**src/rtl/text_mode_terminal_writer_unit_macros.svh**
```systemverilog
// Assertion macros shared by the text console writer RTL.
// Every macro samples on clk and is disabled while rst is high.
`ifndef TEXT_MODE_TERMINAL_WRITER_UNIT_MACROS_SVH
`define TEXT_MODE_TERMINAL_WRITER_UNIT_MACROS_SVH

// A property that must hold at every clock edge outside reset.
`define TMTW_ASSERT(label, prop, msg) \
  label: assert property (@(posedge clk) disable iff (rst) (prop)) else $error(msg);

// A condition that, when seen, requires a consequence in the same cycle.
`define TMTW_ASSERT_IMP(label, cond, conseq, msg) \
  label: assert property (@(posedge clk) disable iff (rst) (cond) |-> (conseq)) else $error(msg);

`endif

```
**src/rtl/tmtw_pkg.sv**
```systemverilog
// Package of the text console writer: geometry, widths, codes and the
// command and status bundles between controller and datapath. No dependencies.
package tmtw_pkg;

  localparam int COLUMNS    = 80;
  localparam int ROWS       = 24;
  localparam int CELLS      = COLUMNS * ROWS;
  localparam int KEPT_CELLS = CELLS - COLUMNS;
  localparam int CELL_W     = (CELLS > 1) ? $clog2(CELLS) : 1;
  localparam int COL_W      = $clog2(COLUMNS);
  localparam int ROW_W      = $clog2(ROWS);

  localparam int OP_W       = 2;
  localparam int CHAR_W     = 8;
  localparam int ADDR_IN_W  = 11;
  localparam int POS_W      = 11;
  localparam int S_DATA_W   = 24;
  localparam int M_DATA_W   = 32;

  localparam logic [CHAR_W-1:0] CH_NEWLINE  = 8'h0A;
  localparam logic [CHAR_W-1:0] CH_SPACE    = 8'h20;
  localparam logic [CHAR_W-1:0] CH_SUBST    = 8'h3F;
  localparam logic [CHAR_W-1:0] CH_PRINT_LO = 8'h20;
  localparam logic [CHAR_W-1:0] CH_PRINT_HI = 8'h7E;
  localparam logic [CHAR_W-1:0] ATTR_BLANK  = 8'h00;

  typedef enum logic [OP_W-1:0] {
    OP_WRITE = 2'd0,
    OP_CLEAR = 2'd1,
    OP_READ  = 2'd2
  } op_t;

  typedef struct packed {
    logic load_item;
    logic write_char;
    logic sweep_chars;
    logic sweep_attrs;
    logic scroll;
    logic capture;
    logic home;
    logic load_out;
  } cmd_t;

  typedef struct packed {
    logic need_scroll;
    logic cnt_last;
    logic out_free;
  } stat_t;

endpackage

```
**src/rtl/tmtw_ctrl.sv**
```systemverilog
// Controller of the text console writer: sequences reset fill, writes,
// scrolls, clears and reads. Depends on tmtw_pkg.
module tmtw_ctrl
  import tmtw_pkg::*;
(
  input  logic            clk,
  input  logic            rst,
  input  logic            in_valid,
  input  logic [OP_W-1:0] in_op,
  input  stat_t           stat,
  output logic            in_ready,
  output cmd_t            cmd
);

  typedef enum logic [8:0] {
    ST_INIT   = 9'b000000001,
    ST_IDLE   = 9'b000000010,
    ST_WRITE  = 9'b000000100,
    ST_SCROLL = 9'b000001000,
    ST_DRAIN  = 9'b000010000,
    ST_CLEAR  = 9'b000100000,
    ST_READ   = 9'b001000000,
    ST_RCAP   = 9'b010000000,
    ST_DONE   = 9'b100000000
  } state_t;

  state_t state;
  state_t state_next;
  state_t dispatch;
  logic   accept;

  always_comb begin
    case (in_op)
      OP_WRITE: dispatch = ST_WRITE;
      OP_CLEAR: dispatch = ST_CLEAR;
      OP_READ:  dispatch = ST_READ;
      default:  dispatch = ST_DONE;
    endcase
  end

  assign in_ready = (state == ST_IDLE) || ((state == ST_DONE) && stat.out_free);
  assign accept   = in_valid && in_ready;

  always_comb begin
    cmd           = '0;
    cmd.load_item = accept;
    state_next    = state;
    case (state)
      ST_INIT: begin
        cmd.sweep_chars = 1'b1;
        cmd.sweep_attrs = 1'b1;
        if (stat.cnt_last) begin
          state_next = ST_IDLE;
        end
      end
      ST_IDLE: begin
        if (accept) begin
          state_next = dispatch;
        end
      end
      ST_WRITE: begin
        cmd.write_char = 1'b1;
        state_next     = stat.need_scroll ? ST_SCROLL : ST_DONE;
      end
      ST_SCROLL: begin
        cmd.scroll = 1'b1;
        if (stat.cnt_last) begin
          state_next = ST_DRAIN;
        end
      end
      ST_DRAIN: begin
        state_next = ST_DONE;
      end
      ST_CLEAR: begin
        cmd.sweep_chars = 1'b1;
        cmd.home        = 1'b1;
        if (stat.cnt_last) begin
          state_next = ST_DONE;
        end
      end
      ST_READ: begin
        state_next = ST_RCAP;
      end
      ST_RCAP: begin
        cmd.capture = 1'b1;
        state_next  = ST_DONE;
      end
      ST_DONE: begin
        if (stat.out_free) begin
          cmd.load_out = 1'b1;
          state_next   = accept ? dispatch : ST_IDLE;
        end
      end
      default: begin
        state_next = ST_IDLE;
      end
    endcase
  end

  always_ff @(posedge clk) begin
    if (rst) begin
      state <= ST_INIT;
    end else begin
      state <= state_next;
    end
  end

endmodule

```
**config.mk**
```make
export PLATFORM = sky130hd
export DESIGN_NAME = tmtw_ctrl
export DESIGN_NICKNAME = d
export VERILOG_FILES = /design/src/rtl/text_mode_terminal_writer_unit_macros.svh /design/src/rtl/tmtw_pkg.sv /design/src/rtl/tmtw_ctrl.sv
export SDC_FILE = /design/constraint.sdc
export NUM_CORES = 1
export LEC_CHECK = 0
export BUFFER_PORTS_ARGS = -buffer_cell sky130_fd_sc_hd__buf_4
export CORE_MARGIN = 2
export CORE_UTILIZATION = 33
export CTS_BUF_LIST = sky130_fd_sc_hd__clkbuf_4
export DETAILED_ROUTE_END_ITERATION = 16
export GPL_TIMING_DRIVEN = 0
export HOLD_SLACK_MARGIN = 0.02
export PLACE_DENSITY = 0.5
export RECOVER_POWER = 50
export SLEW_MARGIN = 20
export SYNTH_ARGS = -nofsm -noshare
export SYNTH_HDL_FRONTEND = slang
export SYNTH_SLANG_ARGS = --single-unit
```
**constraint.sdc**
```tcl
create_clock -name clk -period 3.8 [get_ports clk]
set_input_delay 0.19 -clock clk [delete_from_list [all_inputs] [get_ports clk]]
set_output_delay 0.19 -clock clk [all_outputs]
set_load 0.05 [all_outputs]
```
==> Word-level counts from Yosys, hierarchy flattened <==
Cells that the tools add are included.
{ "op_classes": {"reduce_logical": 7, "n_eq_ne": 16, "muxes": 17} }
{ "op_table": {"columns": ["operator", "count"], "rows": [
  ["one-hot mux 9 bit (8 select lines)", 1],
  ["2-to-1 mux 9 bit", 7],
  ["one-hot mux 9 bit (3 select lines)", 1],
  ["!= test 2 bit, second input constant", 5],
  ["equality test 9 x 1 -> 1 bit, second input constant", 1],
  ["equality test 9 x 2 -> 1 bit, second input constant", 1],
  ["equality test 9 x 3 -> 1 bit, second input constant", 1],
  ["equality test 9 x 4 -> 1 bit, second input constant", 1],
  ["equality test 9 x 5 -> 1 bit, second input constant", 1],
  ["equality test 9 x 6 -> 1 bit, second input constant", 1],
  ["equality test 9 x 7 -> 1 bit, second input constant", 1],
  ["equality test 9 x 8 -> 1 bit, second input constant", 1],
  ["equality test 9 bit, second input constant", 1],
  ["2-to-1 mux 1 bit", 8],
  ["AND reduction 5 bit", 1],
  ["OR reduction 2 bit", 2],
  ["equality test 2 x 1 -> 1 bit, second input constant", 1],
  ["equality test 2 bit, second input constant", 1],
  ["logical AND 1 bit", 2],
  ["logical NOT 2 bit", 1],
  ["logical OR 1 bit", 1]
]} }
{ "word_totals": {"out_inout_bits": 9, "regBits": 9} }

==> Logic depth before layout (Yosys ltp) <==
{ "logic_depth": {"ltp_word": 7, "mapped_depth": 6, "depth_no_buf": 5} }

==> Least setup slack after synthesis <==
OpenSTA, ideal clock, no wires.
{ "synth_timing": {"path_type": "register to output", "startpoint": "register state[5]", "endpoint": "output port cmd[7] (netlist name)", "path_buffers": 2, "t_required_ns": 3.610, "path_stages_with_launch": 7, "arrival_time_ns": 2.059, "slack_ns": 1.551, "cell_sequence": "dfxtp_1 > buf_6 > nor4_4 > nand2_1 > a21oi_1 > and2_1 > buf_4"} }
{ "synth_via": {"elab_chain_len": 4} }
{ "synth_rtl": {"columns": ["element", "line_no", "text"], "rows": [
  ["from (decl)", "tmtw_ctrl.sv:27", "state_t state;"],
  ["from (signal assigned)", "tmtw_ctrl.sv:104", "state <= state_next;"],
  ["equality test 9 bit", "tmtw_ctrl.sv:41", "assign in_ready = (state == ST_IDLE) || ((state == ST_DONE) && stat.out_free);"],
  ["logical AND 1 bit", "tmtw_ctrl.sv:41", null],
  ["logical OR 1 bit (*)", "tmtw_ctrl.sv:41", null],
  ["via in_ready", "tmtw_ctrl.sv:11", "output logic in_ready,"],
  ["logical AND 1 bit (*)", "tmtw_ctrl.sv:42", "assign accept = in_valid && in_ready;"],
  ["to (decl)", "tmtw_ctrl.sv:12", "output cmd_t cmd"]
]} }
Mark *: on every way through the listed nets, which the timed path passes. The rest lies on a longest branch.

==> flow_summary.yaml <==
floorplanning:
  floorplan_die_height_um: 49.5
  number_of_placed_i_o_pins: 17
  die_width_um: 49.5
  design.core.area_um2: 1960
  floorplan.die_area_um2: 2450
  placement_rows: 16
  initial_utilization: 0.348
critical_path:
  ff2ff_setup_slack_ps: 1860
  worst-endpoint-required_ps: 3610
  critPathMaxFanout: 9
  worstSetupPathDepth: 6
  crit_type: "reg -> out"
  slowest_cell_on_the_critical_path: "sky130_fd_sc_hd__nor3_1"
  reg2reg_depth: 6
  critical-path-max-stage-delay_ps: 510
  worst_r2r_endpoint: "state[1]"
  count_of_buffer_and_inverter_cells_on_the_critical_path: 2
  cpLargestDelayFamily: "simple AND/OR/NAND/NOR gates"
  rr_startpoint: "state[3]"
  timing.critical_path.arrival_ps: 2190
  crit_path_launch_type: "register"
  crit_path_cell_trace: "clkbuf_1, nor3_1, nand2_1, nor3b_1, and2_1, buf_4"
  critPathCaptureType: "output pin"
clocking:
  clk_path_buf_depth: 2
  cts.hold.buffers_added: 0
  clk_latency_ps: 260
  cts_root_buf: "sky130_fd_sc_hd__clkbuf_4"
  cts.repair.resized: 0
  cts_setup_buffers: 0
  num_clock_sinks: 9
  worst_setup_hold_path_clk_slew_ps: 60
  cts.htree.levels: 1
  tritoncts: "yes"
  cts-buffers-inserted: 3
layout:
  post_layout_nonfiller_instances: 131
  regMostFlops: "state"
  most_common_cell_after_layout_fill_and_taps_aside: "sky130_fd_sc_hd__buf_4"
  layout_top_registers: "state (9)"
  antenna_cells: 0
  final_design_area_no_fill_um2: 842
  max_reg_flops: 9
  layout-area-overhead-vs-synth_pct: 23.5
  post_route_cells_drive_above_1_share: 0.240
  design.final.nets: 113
  final_cell_mix: "14 x sky130_fd_sc_hd__buf_4, 9 x sky130_fd_sc_hd__nor2_1, 9 x sky130_fd_sc_hd__dfxtp_1, 5 x sky130_fd_sc_hd__clkbuf_1, 5 x sky130_fd_sc_hd__nand2_1"
grt:
  grt.overflow.total: 0
  grt_start_max_net_pins: 11
  number_of_antenna_violations_at_the_first_check_in_global_routing: 0
  grt_pass1_wl_mm: 2.93
  overall_routing_resource_usage: 0.155
  vias_in_the_first_global_route: 613
timing:
  final_hold_slack_ps: 91.1
  setup-tns-final_ps: 0
  timing.final.crit_share: 0.626
  tightest_slew_ps: 592
  remaining_max_slew_budget_at_the_tightest_pin: 0.602
  period_minus_slack_ps: 2380
  finClkSkew_ps: 3.41
  setup_violations: 0
  grt_setup_unrepaired: "false"
  final_slew_viol_count: 0
  timing.final.hold_violations: 0
  clock.fmax_ghz: 0.420
placement:
  gp_routability_congestion: 0.849
  place_area_um2: 836
  dp_hpwl_mm: 1.32
  place.port_buffers: 16
  dp.cells: 127
route:
  drc: 0
  route.detailed.wl_per_inst_um: 13.2
  via_per_inst: 5.30
  wl_mm: 1.73
  drt_iter0_markers: 9
  antenna_left: 0
  vias: 694
  first_pass_iters: 4
logic_synthesis:
  synthesis.area_per_instance_um2: 8.12
  gate_count_of_the_mapped_netlist: 84
  synthesis.area_um2: 682
  post_synthesis_register_bit_count: 9
  synth_fp_nets: 92
  synth-edff-count: 0
  primary_flip_flop_cell_chosen_by_synthesis_mapping: "sky130_fd_sc_hd__dfxtp_1"
  sequential_fraction_of_the_synthesis_area: 0.264
  ys_async_sr_fraction: 0
  synth-warning-count: 0
  synth_cell_types: 40
hold_path:
  depth_of_the_worst_hold_timing_path: 2
  min_delay_worst_endpoint: "state[2]"
  worst_hold_path_type: "in -> reg"
  hp-start: "in_op[1]"
power:
  clock_power_share: 0.289
  ir_drop_mv: 0.154
  comb_power_share: 0.343
  power_frac_seq: 0.368
  power.net_switching_mw: 0.104
  power_switching_share: 0.365
  total_leakage_power_nw: 0.365
  cell_internal_pwr_mw: 0.180
  power_per_cell_area_nw_per_um2: 338
outcome:
  outcome: "complete, no violations"
job:
  maxCapViolCount: 0
==> how the worst max path moves through the flow <==
| stage | slack [ps] | end | start |
|---|---|---|---|
| 6_report | 1420 | cmd[0] | state[3] |
| 5_1_grt | 1220 | cmd[0] | state[3] |
| 4_1_cts | 1670 | cmd[0] | state[2] |
| 3_5_place_dp | 1950 | cmd[0] | state[2] |
| 3_3_place_gp | 1950 | cmd[0] | state[2] |
| 2_1_floorplan | 1550 | cmd[7] | state[5] |
==> metal layers <==
metal	routed length [µm]	track usage
met1	880	0.215
met2	756	0.239
met3	65	0.0212
met4	26	0.0694
met5	0	0
==> power by group through the flow <==
stage / registers (mW) / clock network (mW) / logic (mW)
finish: 0.105 / 0.0823 / 0.0974
global route: 0.106 / 0.0893 / 0.106
CTS: 0.105 / 0.0823 / 0.103
detailed placement: 0.107 / 0 / 0.102
global placement: 0.107 / 0 / 0.102
floorplan: 0.105 / 0 / 0.0727
==> worst register-to-register path: stages (launching register included) <==
cell and delay [ps]:
sky130_fd_sc_hd__dfxtp_1 290, sky130_fd_sc_hd__clkbuf_1 200, sky130_fd_sc_hd__nor3_1 520, sky130_fd_sc_hd__nand2_1 200, sky130_fd_sc_hd__nor3b_1 340, sky130_fd_sc_hd__a22oi_1 150
sky130_fd_sc_hd__o21ai_0 170
==> cell type report <==
type	instances	area, µm²
buffer	6	42.5
clock buffer	4	30.0
fill	222	1120
inverter	4	15.0
multi-input combinational	65	432
sequential	9	180
tap	27	33.8
timing repair buffer	16	109
==> kinds of logic after synthesis <==
kind of cell              share of synthesized area
AOI/OAI and AO/OA                             0.185
and+or+nand+nor                               0.413
DFF                                           0.264
xor gates and xnor gates                     0.0514
buffers and inverters                        0.0862
==> through the flow <==
stage                     utilization  worst slack, ps  power, mW
final                           0.429             1420      0.284
after global routing            0.429             1220      0.301
after CTS                       0.441             1670      0.290
after detailed placement        0.426             1950      0.209
after global placement          0.426             1950      0.209
after floorplan                     -             1550      0.178
==> cell usage after synthesis (2+ instances only) <==
master                     number  share of area
sky130_fd_sc_hd__a22oi_1        2          0.022
sky130_fd_sc_hd__and2_1         2          0.018
sky130_fd_sc_hd__and4_1         2          0.026
sky130_fd_sc_hd__buf_2          2          0.015
sky130_fd_sc_hd__buf_6          2          0.033
sky130_fd_sc_hd__dfxtp_1        9           0.26
sky130_fd_sc_hd__inv_1          4          0.022
sky130_fd_sc_hd__nand2_1        5          0.028
sky130_fd_sc_hd__nand2b_1       3          0.028
sky130_fd_sc_hd__nand3_1        3          0.022
sky130_fd_sc_hd__nor2_1         9          0.050
sky130_fd_sc_hd__nor3_1         3          0.022
sky130_fd_sc_hd__nor3_2         2          0.029
sky130_fd_sc_hd__nor3b_1        3          0.033
sky130_fd_sc_hd__nor4_1         3          0.028
sky130_fd_sc_hd__o21ai_0        4          0.029
sky130_fd_sc_hd__xor2_1         3          0.039
No activity file was read; power rests on OpenSTA's default activity.
